===== src/hdl/klx_pkg.sv =====
`default_nettype none

package klx_pkg;

  // defaults for the top level parameters
  localparam int unsigned KLX_MAX_BYTES   = 262144;
  localparam int unsigned KLX_TOKEN_LIMIT = 4096;
  localparam int unsigned KLX_FIFO_DEPTH  = 4;

  // result field widths
  localparam int unsigned KIND_W = 5;
  localparam int unsigned TOK_W  = 19;

  // token kinds
  localparam logic [KIND_W-1:0] KIND_IDENT    = 5'd0;
  localparam logic [KIND_W-1:0] KIND_STRING   = 5'd1;
  localparam logic [KIND_W-1:0] KIND_NUMBER   = 5'd2;
  localparam logic [KIND_W-1:0] KIND_KW_FIRST = 5'd3;
  localparam logic [KIND_W-1:0] KIND_COMMA    = 5'd13;
  localparam logic [KIND_W-1:0] KIND_COLON    = 5'd14;
  localparam logic [KIND_W-1:0] KIND_SEMI     = 5'd15;
  localparam logic [KIND_W-1:0] KIND_LPAREN   = 5'd16;
  localparam logic [KIND_W-1:0] KIND_RPAREN   = 5'd17;
  localparam logic [KIND_W-1:0] KIND_DOT      = 5'd18;
  localparam logic [KIND_W-1:0] KIND_EQUALS   = 5'd19;
  localparam logic [KIND_W-1:0] KIND_PLUS     = 5'd20;
  localparam logic [KIND_W-1:0] KIND_MINUS    = 5'd21;
  localparam logic [KIND_W-1:0] KIND_UNTERM   = 5'd22;
  localparam logic [KIND_W-1:0] KIND_END      = 5'd23;

  // scanner state, one-hot
  typedef enum logic [3:0] {
    MODE_IDLE   = 4'b0001,
    MODE_IDENT  = 4'b0010,
    MODE_NUMBER = 4'b0100,
    MODE_STRING = 4'b1000
  } mode_t;

  // keyword table, kind is KIND_KW_FIRST plus the row
  localparam int unsigned KW_NUM     = 10;
  localparam int unsigned KW_MAX_LEN = 9;
  localparam int unsigned KW_CNT_W   = 4;

  localparam logic [7:0] KW_TEXT [KW_NUM][KW_MAX_LEN] = '{
    '{"s", "e", "c", "t", "i", "o", "n", 8'h00, 8'h00},
    '{"e", "n", "d", 8'h00, 8'h00, 8'h00, 8'h00, 8'h00, 8'h00},
    '{"f", "u", "n", "c", "t", "i", "o", "n", 8'h00},
    '{"c", "l", "a", "s", "s", 8'h00, 8'h00, 8'h00, 8'h00},
    '{"a", "s", 8'h00, 8'h00, 8'h00, 8'h00, 8'h00, 8'h00, 8'h00},
    '{"r", "e", "t", "u", "r", "n", 8'h00, 8'h00, 8'h00},
    '{"m", "a", "i", "n", 8'h00, 8'h00, 8'h00, 8'h00, 8'h00},
    '{"d", "o", 8'h00, 8'h00, 8'h00, 8'h00, 8'h00, 8'h00, 8'h00},
    '{"i", "s", 8'h00, 8'h00, 8'h00, 8'h00, 8'h00, 8'h00, 8'h00},
    '{"p", "r", "o", "c", "e", "d", "u", "r", "e"}
  };

  localparam logic [KW_CNT_W-1:0] KW_LEN [KW_NUM] = '{
    4'd7, 4'd3, 4'd8, 4'd5, 4'd2, 4'd6, 4'd4, 4'd2, 4'd2, 4'd9
  };

  // one token as it leaves the block
  typedef struct packed {
    logic [KIND_W-1:0] kind;
    logic [TOK_W-1:0]  start;
    logic [TOK_W-1:0]  len;
    logic [TOK_W-1:0]  line;
    logic [TOK_W-1:0]  col;
  } tok_t;

  // all tokens caused by one byte
  typedef struct packed {
    logic [1:0]     count;
    tok_t [2:0]     slot;
  } bundle_t;

  function automatic logic is_alpha(input logic [7:0] c);
    case (c) inside
      [8'h41:8'h5A], [8'h61:8'h7A]: return 1'b1;
      default:                      return 1'b0;
    endcase
  endfunction

  function automatic logic is_digit(input logic [7:0] c);
    case (c) inside
      [8'h30:8'h39]: return 1'b1;
      default:       return 1'b0;
    endcase
  endfunction

  function automatic logic is_ident(input logic [7:0] c);
    return is_alpha(c) || is_digit(c) || (c == 8'h5F);
  endfunction

  function automatic logic is_blank(input logic [7:0] c);
    case (c) inside
      [8'h09:8'h0D], 8'h20, 8'hA0: return 1'b1;
      default:                     return 1'b0;
    endcase
  endfunction

  // zero for a byte that is no punctuation mark
  function automatic logic [KIND_W-1:0] punct_kind(input logic [7:0] c);
    case (c)
      8'h2C:   return KIND_COMMA;
      8'h3A:   return KIND_COLON;
      8'h3B:   return KIND_SEMI;
      8'h28:   return KIND_LPAREN;
      8'h29:   return KIND_RPAREN;
      8'h2E:   return KIND_DOT;
      8'h3D:   return KIND_EQUALS;
      8'h2B:   return KIND_PLUS;
      8'h2D:   return KIND_MINUS;
      default: return '0;
    endcase
  endfunction

  // drop every keyword that the character at position cnt rules out
  function automatic logic [KW_NUM-1:0] kw_update(input logic [KW_NUM-1:0]   hits,
                                                  input logic [KW_CNT_W-1:0] cnt,
                                                  input logic [7:0]          c);
    logic [KW_NUM-1:0]   res;
    logic [KW_CNT_W-1:0] idx;
    logic                ok;
    res = hits;
    idx = (cnt < KW_CNT_W'(KW_MAX_LEN)) ? cnt : '0;
    for (int k = 0; k < KW_NUM; k++) begin
      ok = (cnt < KW_LEN[k]) && ((c & 8'hDF) == (KW_TEXT[k][idx] & 8'hDF));
      if (!ok) begin
        res[k] = 1'b0;
      end
    end
    return res;
  endfunction

  function automatic logic [KIND_W-1:0] ident_kind(input logic [KW_NUM-1:0]   hits,
                                                   input logic [KW_CNT_W-1:0] cnt);
    logic [KIND_W-1:0] kind;
    kind = KIND_IDENT;
    for (int k = 0; k < KW_NUM; k++) begin
      if (hits[k] && (cnt == KW_LEN[k])) begin
        kind = KIND_KW_FIRST + KIND_W'(k);
      end
    end
    return kind;
  endfunction

endpackage

`default_nettype wire


===== src/hdl/keyword_lexer_stream.sv =====
// path: a byte's tokens pass through the queue and then the token sequencer's output register to the out_ ports
// throughput: one byte per cycle in while full is low and one token per cycle out while pop is held;
//   the front scans every byte combinationally, the back hands out the tokens of a word in order,
//   and full rises once the four-word queue between them fills
// reset: rst_n low at a rising edge clears scan state, position, token count and the queue;
//   the block accepts bytes in the first cycle after reset
`default_nettype none

module keyword_lexer_stream #(
  parameter int unsigned MAX_BYTES   = klx_pkg::KLX_MAX_BYTES,
  parameter int unsigned TOKEN_LIMIT = klx_pkg::KLX_TOKEN_LIMIT
) (
  input  wire logic                        clk,
  input  wire logic                        rst_n,
  // byte side
  input  wire logic                        push,
  output logic                             full,
  input  wire logic [7:0]                  in_text_byte,
  input  wire logic                        in_is_final,
  // token side
  output logic                             empty,
  input  wire logic                        pop,
  output logic [klx_pkg::KIND_W-1:0]       out_token_kind,
  output logic [klx_pkg::TOK_W-1:0]        out_token_start,
  output logic [klx_pkg::TOK_W-1:0]        out_token_length,
  output logic [klx_pkg::TOK_W-1:0]        out_token_line,
  output logic [klx_pkg::TOK_W-1:0]        out_token_column,
  output logic                             out_run_end
);

  import klx_pkg::*;

  localparam int unsigned BND_W = $bits(bundle_t);

  // front side: one byte per cycle, taken whenever the queue has room
  logic    byte_acc;
  logic    bnd_vld;
  bundle_t bnd;

  // queue between the scanner and the token sequencer
  bundle_t q_data;
  logic    q_empty, q_pop;
  tok_t    tok;

  assign byte_acc = push && !full;

  // scanner: classifies the byte, tracks position and emits a word of up to three tokens
  klx_front #(
    .MAX_BYTES   (MAX_BYTES),
    .TOKEN_LIMIT (TOKEN_LIMIT)
  ) u_front (
    .clk       (clk),
    .rst_n     (rst_n),
    .byte_vld  (byte_acc),
    .text_byte (in_text_byte),
    .is_final  (in_is_final),
    .bnd_vld   (bnd_vld),
    .bnd       (bnd)
  );

  // only bytes that cause tokens take a queue entry
  klx_fifo #(
    .WIDTH (BND_W),
    .DEPTH (KLX_FIFO_DEPTH)
  ) u_fifo (
    .clk     (clk),
    .rst_n   (rst_n),
    .wr_en   (bnd_vld),
    .wr_data (bnd),
    .rd_en   (q_pop),
    .rd_data (q_data),
    .full    (full),
    .empty   (q_empty)
  );

  // token sequencer: holds one word in its output register and hands out its tokens in order
  klx_back u_back (
    .clk     (clk),
    .rst_n   (rst_n),
    .q_empty (q_empty),
    .q_data  (q_data),
    .q_pop   (q_pop),
    .empty   (empty),
    .pop     (pop),
    .tok     (tok),
    .run_end (out_run_end)
  );

  assign out_token_kind   = tok.kind;
  assign out_token_start  = tok.start;
  assign out_token_length = tok.len;
  assign out_token_line   = tok.line;
  assign out_token_column = tok.col;

endmodule

`default_nettype wire


===== src/hdl/klx_front.sv =====
`default_nettype none

module klx_front #(
  parameter int unsigned MAX_BYTES   = klx_pkg::KLX_MAX_BYTES,
  parameter int unsigned TOKEN_LIMIT = klx_pkg::KLX_TOKEN_LIMIT
) (
  input  wire logic             clk,
  input  wire logic             rst_n,
  input  wire logic             byte_vld,
  input  wire logic [7:0]       text_byte,
  input  wire logic             is_final,
  output logic                  bnd_vld,
  output klx_pkg::bundle_t      bnd
);

  import klx_pkg::*;

  localparam int unsigned POS_W = $clog2(MAX_BYTES + 2);
  localparam int unsigned CNT_W = $clog2(TOKEN_LIMIT + 1);
  localparam int unsigned LIM_W = CNT_W + 2;

  mode_t              mode_r, mode_nxt, mode_mid;
  logic               quote_dbl_r, quote_dbl_nxt;
  logic [POS_W-1:0]   off_r, off_nxt;
  logic [POS_W-1:0]   line_r, line_nxt;
  logic [POS_W-1:0]   col_r, col_nxt;
  logic [POS_W-1:0]   tstart_r, tstart_nxt;
  logic [POS_W-1:0]   tline_r, tline_nxt;
  logic [POS_W-1:0]   tcol_r, tcol_nxt;
  logic [KW_NUM-1:0]  hits_r, hits_nxt;
  logic [KW_CNT_W-1:0] kwcnt_r, kwcnt_nxt;
  logic [CNT_W-1:0]   emitted_r, emitted_nxt;
  logic               ended_r, ended_nxt;

  logic               eoi, term;
  logic [7:0]         quote_c;
  logic               cand_v [4];
  tok_t               cand   [4];
  tok_t [2:0]         slot;
  logic [1:0]         n, take;
  logic [LIM_W-1:0]   room;

  function automatic tok_t finish_tok(input mode_t               mode,
                                      input logic [KW_NUM-1:0]   hits,
                                      input logic [KW_CNT_W-1:0] cnt,
                                      input logic [POS_W-1:0]    tstart,
                                      input logic [POS_W-1:0]    tline,
                                      input logic [POS_W-1:0]    tcol,
                                      input logic [POS_W-1:0]    off);
    tok_t t;
    case (mode)
      MODE_IDENT:  t.kind = ident_kind(hits, cnt);
      MODE_NUMBER: t.kind = KIND_NUMBER;
      default:     t.kind = KIND_UNTERM;
    endcase
    t.start = TOK_W'(tstart);
    t.len   = TOK_W'(off - tstart);
    t.line  = TOK_W'(tline);
    t.col   = TOK_W'(tcol);
    return t;
  endfunction

  function automatic tok_t end_tok(input logic [POS_W-1:0] off,
                                   input logic [POS_W-1:0] line,
                                   input logic [POS_W-1:0] col);
    tok_t t;
    t.kind  = KIND_END;
    t.start = TOK_W'(off);
    t.len   = '0;
    t.line  = TOK_W'(line);
    t.col   = TOK_W'(col);
    return t;
  endfunction

  assign eoi     = (text_byte == 8'h00) || (off_r >= POS_W'(MAX_BYTES));
  assign quote_c = quote_dbl_r ? 8'h22 : 8'h27;

  always_comb begin
    mode_nxt      = mode_r;
    quote_dbl_nxt = quote_dbl_r;
    off_nxt       = off_r;
    line_nxt      = line_r;
    col_nxt       = col_r;
    tstart_nxt    = tstart_r;
    tline_nxt     = tline_r;
    tcol_nxt      = tcol_r;
    hits_nxt      = hits_r;
    kwcnt_nxt     = kwcnt_r;
    ended_nxt     = ended_r;
    term          = 1'b0;
    mode_mid      = mode_r;
    for (int j = 0; j < 4; j++) begin
      cand_v[j] = 1'b0;
      cand[j]   = '0;
    end

    if (byte_vld && !ended_r) begin
      if (eoi) begin
        cand_v[0] = (mode_r != MODE_IDLE);
        cand[0]   = finish_tok(mode_r, hits_r, kwcnt_r, tstart_r, tline_r, tcol_r, off_r);
        cand_v[3] = 1'b1;
        cand[3]   = end_tok(off_r, line_r, col_r);
        mode_nxt  = MODE_IDLE;
        ended_nxt = 1'b1;
      end else begin
        term = ((mode_r == MODE_IDENT) && !is_ident(text_byte)) ||
               ((mode_r == MODE_NUMBER) && !is_digit(text_byte));
        cand_v[0] = term;
        cand[0]   = finish_tok(mode_r, hits_r, kwcnt_r, tstart_r, tline_r, tcol_r, off_r);
        mode_mid  = term ? MODE_IDLE : mode_r;

        case (mode_mid)
          MODE_STRING: begin
            if (text_byte == quote_c) begin
              cand_v[1]   = 1'b1;
              cand[1].kind  = KIND_STRING;
              cand[1].start = TOK_W'(tstart_r);
              cand[1].len   = TOK_W'(off_r - tstart_r);
              cand[1].line  = TOK_W'(tline_r);
              cand[1].col   = TOK_W'(tcol_r);
              mode_nxt    = MODE_IDLE;
            end
          end
          MODE_IDENT: begin
            hits_nxt  = kw_update(hits_r, kwcnt_r, text_byte);
            kwcnt_nxt = (kwcnt_r == '1) ? kwcnt_r : kwcnt_r + 1'b1;
          end
          MODE_NUMBER: begin
            mode_nxt = MODE_NUMBER;
          end
          default: begin
            mode_nxt = MODE_IDLE;
            if (is_blank(text_byte)) begin
              mode_nxt = MODE_IDLE;
            end else if (is_alpha(text_byte) || (text_byte == 8'h5F)) begin
              mode_nxt   = MODE_IDENT;
              tstart_nxt = off_r;
              tline_nxt  = line_r;
              tcol_nxt   = col_r;
              hits_nxt   = kw_update('1, '0, text_byte);
              kwcnt_nxt  = KW_CNT_W'(1);
            end else if (is_digit(text_byte)) begin
              mode_nxt   = MODE_NUMBER;
              tstart_nxt = off_r;
              tline_nxt  = line_r;
              tcol_nxt   = col_r;
            end else if ((text_byte == 8'h22) || (text_byte == 8'h27)) begin
              mode_nxt      = MODE_STRING;
              tstart_nxt    = off_r + 1'b1;
              tline_nxt     = line_r;
              tcol_nxt      = col_r;
              quote_dbl_nxt = (text_byte == 8'h22);
            end else if (punct_kind(text_byte) != '0) begin
              cand_v[1]     = 1'b1;
              cand[1].kind  = punct_kind(text_byte);
              cand[1].start = TOK_W'(off_r);
              cand[1].len   = TOK_W'(1);
              cand[1].line  = TOK_W'(line_r);
              cand[1].col   = TOK_W'(col_r);
            end
          end
        endcase

        off_nxt = off_r + 1'b1;
        if (text_byte == 8'h0A) begin
          line_nxt = line_r + 1'b1;
          col_nxt  = POS_W'(1);
        end else begin
          col_nxt = col_r + 1'b1;
        end

        if (is_final) begin
          cand_v[2] = (mode_nxt != MODE_IDLE);
          cand[2]   = finish_tok(mode_nxt, hits_nxt, kwcnt_nxt, tstart_nxt, tline_nxt,
                                 tcol_nxt, off_nxt);
          cand_v[3] = 1'b1;
          cand[3]   = end_tok(off_nxt, line_nxt, col_nxt);
          mode_nxt  = MODE_IDLE;
          ended_nxt = 1'b1;
        end
      end
    end

    // pack the candidates in order, at most three per byte
    n    = '0;
    slot = '0;
    for (int j = 0; j < 4; j++) begin
      if (cand_v[j]) begin
        if (n < 2'd3) begin
          slot[n] = cand[j];
        end
        n = n + 1'b1;
      end
    end

    // token limit
    room = LIM_W'(TOKEN_LIMIT) - LIM_W'(emitted_r);
    take = (room < LIM_W'(n)) ? room[1:0] : n;
    emitted_nxt = emitted_r + CNT_W'(take);
  end

  assign bnd_vld   = (take != '0);
  assign bnd.count = take;
  assign bnd.slot  = slot;

  always_ff @(posedge clk) begin
    if (!rst_n) begin
      mode_r      <= MODE_IDLE;
      quote_dbl_r <= 1'b0;
      off_r       <= '0;
      line_r      <= POS_W'(1);
      col_r       <= POS_W'(1);
      tstart_r    <= '0;
      tline_r     <= POS_W'(1);
      tcol_r      <= POS_W'(1);
      hits_r      <= '1;
      kwcnt_r     <= '0;
      emitted_r   <= '0;
      ended_r     <= 1'b0;
    end else begin
      mode_r      <= mode_nxt;
      quote_dbl_r <= quote_dbl_nxt;
      off_r       <= off_nxt;
      line_r      <= line_nxt;
      col_r       <= col_nxt;
      tstart_r    <= tstart_nxt;
      tline_r     <= tline_nxt;
      tcol_r      <= tcol_nxt;
      hits_r      <= hits_nxt;
      kwcnt_r     <= kwcnt_nxt;
      emitted_r   <= emitted_nxt;
      ended_r     <= ended_nxt;
    end
  end

endmodule

`default_nettype wire


===== src/hdl/klx_fifo.sv =====
`default_nettype none

module klx_fifo #(
  parameter int unsigned WIDTH = 8,
  parameter int unsigned DEPTH = klx_pkg::KLX_FIFO_DEPTH
) (
  input  wire logic             clk,
  input  wire logic             rst_n,
  input  wire logic             wr_en,
  input  wire logic [WIDTH-1:0] wr_data,
  input  wire logic             rd_en,
  output logic      [WIDTH-1:0] rd_data,
  output logic                  full,
  output logic                  empty
);

  localparam int unsigned AW = (DEPTH > 1) ? $clog2(DEPTH) : 1;
  localparam int unsigned CW = $clog2(DEPTH + 1);

  logic [WIDTH-1:0] mem_r [DEPTH];
  logic [AW-1:0]    wr_ptr_r, rd_ptr_r;
  logic [CW-1:0]    count_r;
  logic             do_wr, do_rd;

  assign full    = (count_r == CW'(DEPTH));
  assign empty   = (count_r == '0);
  assign do_wr   = wr_en && !full;
  assign do_rd   = rd_en && !empty;
  assign rd_data = mem_r[rd_ptr_r];

  always_ff @(posedge clk) begin
    if (do_wr) begin
      mem_r[wr_ptr_r] <= wr_data;
    end
  end

  always_ff @(posedge clk) begin
    if (!rst_n) begin
      wr_ptr_r <= '0;
      rd_ptr_r <= '0;
      count_r  <= '0;
    end else begin
      if (do_wr) begin
        wr_ptr_r <= (wr_ptr_r == AW'(DEPTH - 1)) ? '0 : wr_ptr_r + 1'b1;
      end
      if (do_rd) begin
        rd_ptr_r <= (rd_ptr_r == AW'(DEPTH - 1)) ? '0 : rd_ptr_r + 1'b1;
      end
      if (do_wr && !do_rd) begin
        count_r <= count_r + 1'b1;
      end else if (do_rd && !do_wr) begin
        count_r <= count_r - 1'b1;
      end
    end
  end

endmodule

`default_nettype wire


===== src/hdl/klx_back.sv =====
`default_nettype none

module klx_back (
  input  wire logic              clk,
  input  wire logic              rst_n,
  input  wire logic              q_empty,
  input  wire klx_pkg::bundle_t  q_data,
  output logic                   q_pop,
  output logic                   empty,
  input  wire logic              pop,
  output klx_pkg::tok_t          tok,
  output logic                   run_end
);

  import klx_pkg::*;

  bundle_t    cur_r;
  logic       cur_vld_r;
  logic [1:0] idx_r;
  logic       last, advance, load;

  assign last    = (idx_r == cur_r.count - 1'b1);
  assign advance = pop && cur_vld_r;
  // refill when no word is held or as the last token of the held word leaves
  assign load    = !q_empty && (!cur_vld_r || (advance && last));
  assign q_pop   = load;

  assign empty   = !cur_vld_r;
  assign tok     = cur_r.slot[idx_r];
  assign run_end = last;

  always_ff @(posedge clk) begin
    if (load) begin
      cur_r <= q_data;
    end
  end

  always_ff @(posedge clk) begin
    if (!rst_n) begin
      cur_vld_r <= 1'b0;
      idx_r     <= '0;
    end else if (load) begin
      cur_vld_r <= 1'b1;
      idx_r     <= '0;
    end else if (advance && last) begin
      cur_vld_r <= 1'b0;
    end else if (advance) begin
      idx_r <= idx_r + 1'b1;
    end
  end

endmodule

`default_nettype wire


===== config.mk =====
export PLATFORM = sky130hd
export DESIGN_NAME = keyword_lexer_stream
export DESIGN_NICKNAME = d
export VERILOG_FILES = /design/src/hdl/klx_pkg.sv /design/src/hdl/keyword_lexer_stream.sv /design/src/hdl/klx_front.sv /design/src/hdl/klx_fifo.sv /design/src/hdl/klx_back.sv
export SDC_FILE = /design/constraint.sdc
export NUM_CORES = 2
export LEC_CHECK = 0
export BUFFER_PORTS_ARGS = -buffer_cell sky130_fd_sc_hd__buf_2
export CAP_MARGIN = 20
export CORE_UTILIZATION = 35
export DETAILED_ROUTE_END_ITERATION = 7
export SYNTH_ARGS = -nofsm -noshare
export SYNTH_HDL_FRONTEND = slang
export SYNTH_SLANG_ARGS = --single-unit

===== constraint.sdc =====
create_clock -name clk -period 29.2 [get_ports clk]
set_input_delay 2.92 -clock clk [delete_from_list [all_inputs] [get_ports clk]]
set_output_delay 2.92 -clock clk [all_outputs]
set_load 0.05 [all_outputs]

==> reports/metrics.sh <==
DRT-PASS1-ITER-COUNT=5
CRITICAL_PATH_PEAK_FANOUT=53
R2R-END='u_fifo.mem_r[0][197]$_DFFE_PP_'
CLOCK_INSERTION_DELAY_WORST_SKEW_PS=800
SYNTH_TOP_CELLS_BY_AREA='sky130_fd_sc_hd__edfxtp_1 (59%), sky130_fd_sc_hd__mux4_2 (8.8%), sky130_fd_sc_hd__dfxtp_1 (5.0%)'
WORSTPATHARRIVAL_PS=12650
DIE_W_UM=426
DRCVIOLATIONCOUNT=0
SYNTH_FLOP_CELL='sky130_fd_sc_hd__edfxtp_1'
POST_ROUTE_CELLS_DRIVE_ABOVE_1_SHARE_PCT=14.7
HOLD-PATH-ENDPOINT='u_front.ended_r$_SDFFE_PN0P_'
PATH_CELLS='buf_2 > buf_4 > nor4_1 > nand2_1 > nand2b_1 > buf_4 > o21a_2 > buf_4 > ha_1 > xnor2_4 > inv_1 > ha_1 > mux2i_1 > inv_1 > ha_1 > or3_1 > or3_1 > nor2_1 > nor3b_1 > nor3_2 > and2_4 > buf_4 > buf_4 > buf_4'
SETUP_REPAIR_AFTER_GLOBAL_ROUTING_MISSED_ITS_MARGIN='false'
FINALSETUPVIOLATIONS=0
CRITICAL_REGISTER_TO_REGISTER_PATH_STARTPOINT='u_front.mode_r[1]$_SDFFE_PN0P_'
DPL_CELLS=6916
CTS_REPAIR_RESIZE_COUNT=0
IO_BUFFER_COUNT=96
CPLARGESTDELAYFAMILY='simple AND/OR/NAND/NOR gates'
GLOBALPLACE.CONGESTION=0.875
CP.BUFFERS_INVERTERS=9
WHS_PATH_DEPTH=2
DESIGN.FINAL.NETS=4795
SYNTHESIS.YOSYS.WARNINGS=0
HTREEDEPTH=4
CTS.REPORTEDPATHS.CLKPINSLEW_PS=60
POSTSYNTH.ASYNCRESETSHARE_PCT=0
PART_OF_THE_YOSYS_AREA_USED_FOR_SEQUENTIAL_ELEMENTS_PCT=63.6
PIN_COUNT_OF_THE_BIGGEST_NET_ENTERING_GLOBAL_ROUTING=107
CLOCK-SKEW-FINAL_PS=40.0
ROUTE.MET2.WL_MM=78.9
SYNTH_EDF_COUNT=1225
YOSYS_REGISTER_BITS=1382
CTS_SINKS=1382
COMB_POWER_SHARE_PCT=24.7
RUN_STATUS='finished clean'
PER_CELL_VIA_COUNT_IN_THE_ROUTED_DESIGN=5.63
POWER.LEAKAGE_nW=21.5
SLOWEST_DELAY_PS=980
MOST_COMMON_CELL_AFTER_LAYOUT_FILL_AND_TAPS_ASIDE='sky130_fd_sc_hd__edfxtp_1'
SWITCHING_PART_OF_THE_TOTAL_PCT=31.4
CRITPATHCAPTURETYPE='flip-flop'
ANTENNA_VIOLATIONS_BEFORE_REPAIR=4
FIRST_PASS_GRT_WIRE_LENGTH_MM=254
WORST_EP_REQUIRED_TIME_PS=29600
CTS_HOLD_BUF=0
CLOCK_TREE_FROM_TRITONCTS='done'
TOTAL_WIRE_LENGTH_AFTER_DETAILED_ROUTING_MM=169
MOST-COMMON-LAYOUT-CELLS='sky130_fd_sc_hd__edfxtp_1 (1225), sky130_fd_sc_hd__nand2_1 (551), sky130_fd_sc_hd__nor2_1 (327)'
POWER.SHARE.CLOCK_PCT=30.8
FILLCELLCOUNT=16500
PATH_COMMON_CELL='sky130_fd_sc_hd__buf_4'
P_SEQ_SHARE_PCT=44.5
SYNTHESIS.AREA_SQ_UM=62800
POWER_DENSITY_nW_PER_UM2=84.8
SYN_AREA_PER_CELL_SQ_UM=13.2
PIN_COUNT=97
DIE_AREA_SQ_UM=181000
NUMBER_OF_CTS_INSERTED_BUFFERS=146
DESIGN_POWER_TOTAL_mW=5.96
HOLDCRITPATHCLASS='reg -> reg'
FLOORPLAN.ROWS=155
VIA_COUNT_OF_THE_FIRST_GLOBAL_ROUTING_PASS=39500
SYN_NETS=4834
DIE_H_UM=426
FMAX_MHz=81.6
FINALSETUPTNS_PS=0
CELL_INTERNAL_PWR_mW=4.09
POWER.IR.VDD_WORST_mV=0.0732
WL_MET1_MM=73.9
POST_DRT_WL_PER_CELL_UM=23.6
CORE_SQ_UM=178000
SYNTH.LARGEST_AREA_CELL='sky130_fd_sc_hd__edfxtp_1'
POST_CTS.REPAIR.SETUP_BUFFERS=0
CRITICAL_PATH_CLASS='in -> reg'
MET3_LENGTH_MM=11.7
GLOBALROUTEOVERFLOWTOTAL=0
ANT_NETS=0
WORST_CASE_CLOCK_BUFFER_DEPTH=3
CTS.ROOT.BUFFER_CELL='sky130_fd_sc_hd__clkbuf_16'
GRT_USE_TOTAL_PCT=18.5
REG2REG_SETUP_SLACK_PS=19820
ROUTED-VIA-COUNT=40400
REPORT.FINAL.SLEW_VIOL_COUNT=0
CRITPATHLAUNCHTYPE='primary input'
TOPROUTINGLAYERUSED='met5'
NETSWITCHINGPOWER_mW=1.87
HOLD_VIOLATIONS=0
LAYOUT_MIN_CYCLE_TIME_PS=12250
CPMAXSTAGEDELAYCELL='sky130_fd_sc_hd__nor4_1'
SHARE_OF_THE_CLOCK_PERIOD_USED_BY_THE_WORST_PATH_AFTER_LAYOUT_PCT=42.0
DP.FINAL_HPWL_MM=102
TIGHTEST_SLEW_PS=1110
DRT-INITIAL-DRC-COUNT=4118
YOSYSUNIQUECELLTYPES=95
NETLIST_INSTANCES=4748
MAXCAPVIOLATIONS=0
INITIAL_UTILIZATION_PCT=35.2
SYNTH_LARGEST_TYPE_AREA_FRACTION_PCT=58.6
FIN_CELLS=7178
MIN_FROM='u_front.ended_r$_SDFFE_PN0P_'
MAX_SLEW_MARGIN_PCT=25.4
POST-ROUTE-UTIL_PCT=39.5
AREA_GROWTH_PCT=12.0
REG2REGPATHDEPTH=21
layer usage:
metal | up-vias | global-route usage (%)
met1 | 20500 | 26.0
met4 | 2 | 6.21
met5 | - | 0
li1 | 18100 | -
met3 | 295 | 2.85
met2 | 1571 | 29.1
kinds of logic (layout without fill, tap and decap cells):
family / Yosys count / in the layout / share of synthesized area, %
flops: 1382 / 1382 / 63.6
simple gates: 1280 / 1280 / 9.07
compound gates: 1097 / 1097 / 10.7
buf+inv: 428 / 502 / 2.65
mux: 352 / 352 / 10.5
xor+xnor: 136 / 136 / 1.94
fa+ha+maj: 73 / 73 / 1.50
other cells: 0 / 1 / 0
stage by stage:
step	hold slack (ps)	setup WS (ps)	area (sq um)
finish	471	16950	70300
global route	510	16570	70300
CTS	466	17070	70300
detailed placement	453	16240	65600
global placement	443	16400	65500
floorplan	431	15530	62800
how the worst max path moves through the flow:
| stage | from | to | slack, ps | cells past startpoint |
|---|---|---|---|---|
| after floorplan | in_text_byte[0] | u_fifo.mem_r[0][0]$_DFFE_PP_ | 15530 | 21 |
| after global placement | in_text_byte[0] | u_fifo.mem_r[0][30]$_DFFE_PP_ | 16400 | 24 |
| after detailed placement | in_text_byte[0] | u_fifo.mem_r[0][28]$_DFFE_PP_ | 16240 | 24 |
| after CTS | in_text_byte[0] | u_fifo.mem_r[0][219]$_DFFE_PP_ | 17070 | 24 |
| after global routing | in_text_byte[0] | u_fifo.mem_r[0][107]$_DFFE_PP_ | 16570 | 26 |
| final | in_text_byte[0] | u_fifo.mem_r[0][197]$_DFFE_PP_ | 16950 | 24 |
worst register-to-register path, stage by stage, from the launching register on:
cell	delay (ps)
sky130_fd_sc_hd__dfxtp_1	470
sky130_fd_sc_hd__nor4b_2	790
sky130_fd_sc_hd__o21ai_0	280
sky130_fd_sc_hd__a21oi_1	210
sky130_fd_sc_hd__o21a_2	140
sky130_fd_sc_hd__buf_4	640
sky130_fd_sc_hd__ha_1	460
sky130_fd_sc_hd__xnor2_4	260
sky130_fd_sc_hd__inv_1	90
sky130_fd_sc_hd__ha_1	290
sky130_fd_sc_hd__mux2i_1	330
sky130_fd_sc_hd__inv_1	140
sky130_fd_sc_hd__ha_1	250
sky130_fd_sc_hd__or3_1	400
sky130_fd_sc_hd__or3_1	420
sky130_fd_sc_hd__nor2_1	130
sky130_fd_sc_hd__nor3b_1	70
sky130_fd_sc_hd__nor3_2	520
sky130_fd_sc_hd__and2_4	680
sky130_fd_sc_hd__buf_4	700
sky130_fd_sc_hd__buf_4	920
sky130_fd_sc_hd__buf_4	750
cell usage after synthesis, types with 9 or more instances:
cell type	n
sky130_fd_sc_hd__edfxtp_1	1225
sky130_fd_sc_hd__ha_1	69
sky130_fd_sc_hd__nand2_1	559
sky130_fd_sc_hd__mux2_2	9
sky130_fd_sc_hd__o21ai_0	295
sky130_fd_sc_hd__nor3_1	53
sky130_fd_sc_hd__nor4_1	18
sky130_fd_sc_hd__xor2_1	70
sky130_fd_sc_hd__inv_1	55
sky130_fd_sc_hd__and3_1	30
sky130_fd_sc_hd__o31ai_1	13
sky130_fd_sc_hd__mux4_2	245
sky130_fd_sc_hd__clkbuf_1	276
sky130_fd_sc_hd__buf_1	66
sky130_fd_sc_hd__xnor2_1	64
sky130_fd_sc_hd__a22o_1	18
sky130_fd_sc_hd__o22ai_1	145
sky130_fd_sc_hd__o21a_1	33
sky130_fd_sc_hd__nand3b_1	9
sky130_fd_sc_hd__or3_1	44
sky130_fd_sc_hd__a21o_1	10
sky130_fd_sc_hd__o221ai_1	27
sky130_fd_sc_hd__a211o_1	23
sky130_fd_sc_hd__a21oi_1	321
sky130_fd_sc_hd__a211oi_1	35
sky130_fd_sc_hd__o211ai_1	29
sky130_fd_sc_hd__nand3_1	108
sky130_fd_sc_hd__dfxtp_1	157
sky130_fd_sc_hd__nand4_1	22
sky130_fd_sc_hd__a22oi_1	9
sky130_fd_sc_hd__nor3b_1	9
sky130_fd_sc_hd__nand2b_1	16
sky130_fd_sc_hd__mux2i_1	98
sky130_fd_sc_hd__buf_2	22
sky130_fd_sc_hd__o21ai_1	10
sky130_fd_sc_hd__and2_1	27
sky130_fd_sc_hd__nor2b_1	15
sky130_fd_sc_hd__nor2_1	330
sky130_fd_sc_hd__a31oi_1	42
registers in the layout (all words and copies together) (netlist names), 10 cells and up:
signal,flops
u_front.tcol_r,19
u_front.off_r,19
u_front.emitted_r,13
u_back.cur_r,245
u_front.col_r,19
u_front.tstart_r,19
u_front.line_r,19
u_front.tline_r,19
u_fifo.mem_r,980
u_front.hits_r,10
power by group through the flow:
stage	Sequential, mW	Combinational (mW)	Clock [mW]
floorplan	2.70	1.07	0
global placement	2.69	1.49	0
detailed placement	2.70	1.51	0
CTS	2.66	1.51	1.87
global route	2.68	1.58	1.94
finish	2.65	1.47	1.83
layout make-up:
type	instances	area, sq um	share of cell area, %
tap	2355	2950	4.19
timing repair buffer	182	1140	1.62
clock buffer	190	3850	5.47
clock inverter	71	910	1.29
inverter	59	231	0.329
multi-input combinational	2938	21300	30.3
sequential	1382	39900	56.8
antenna	1	2.50	0.00356
Note: power is estimated with default switching activity, not from simulation.
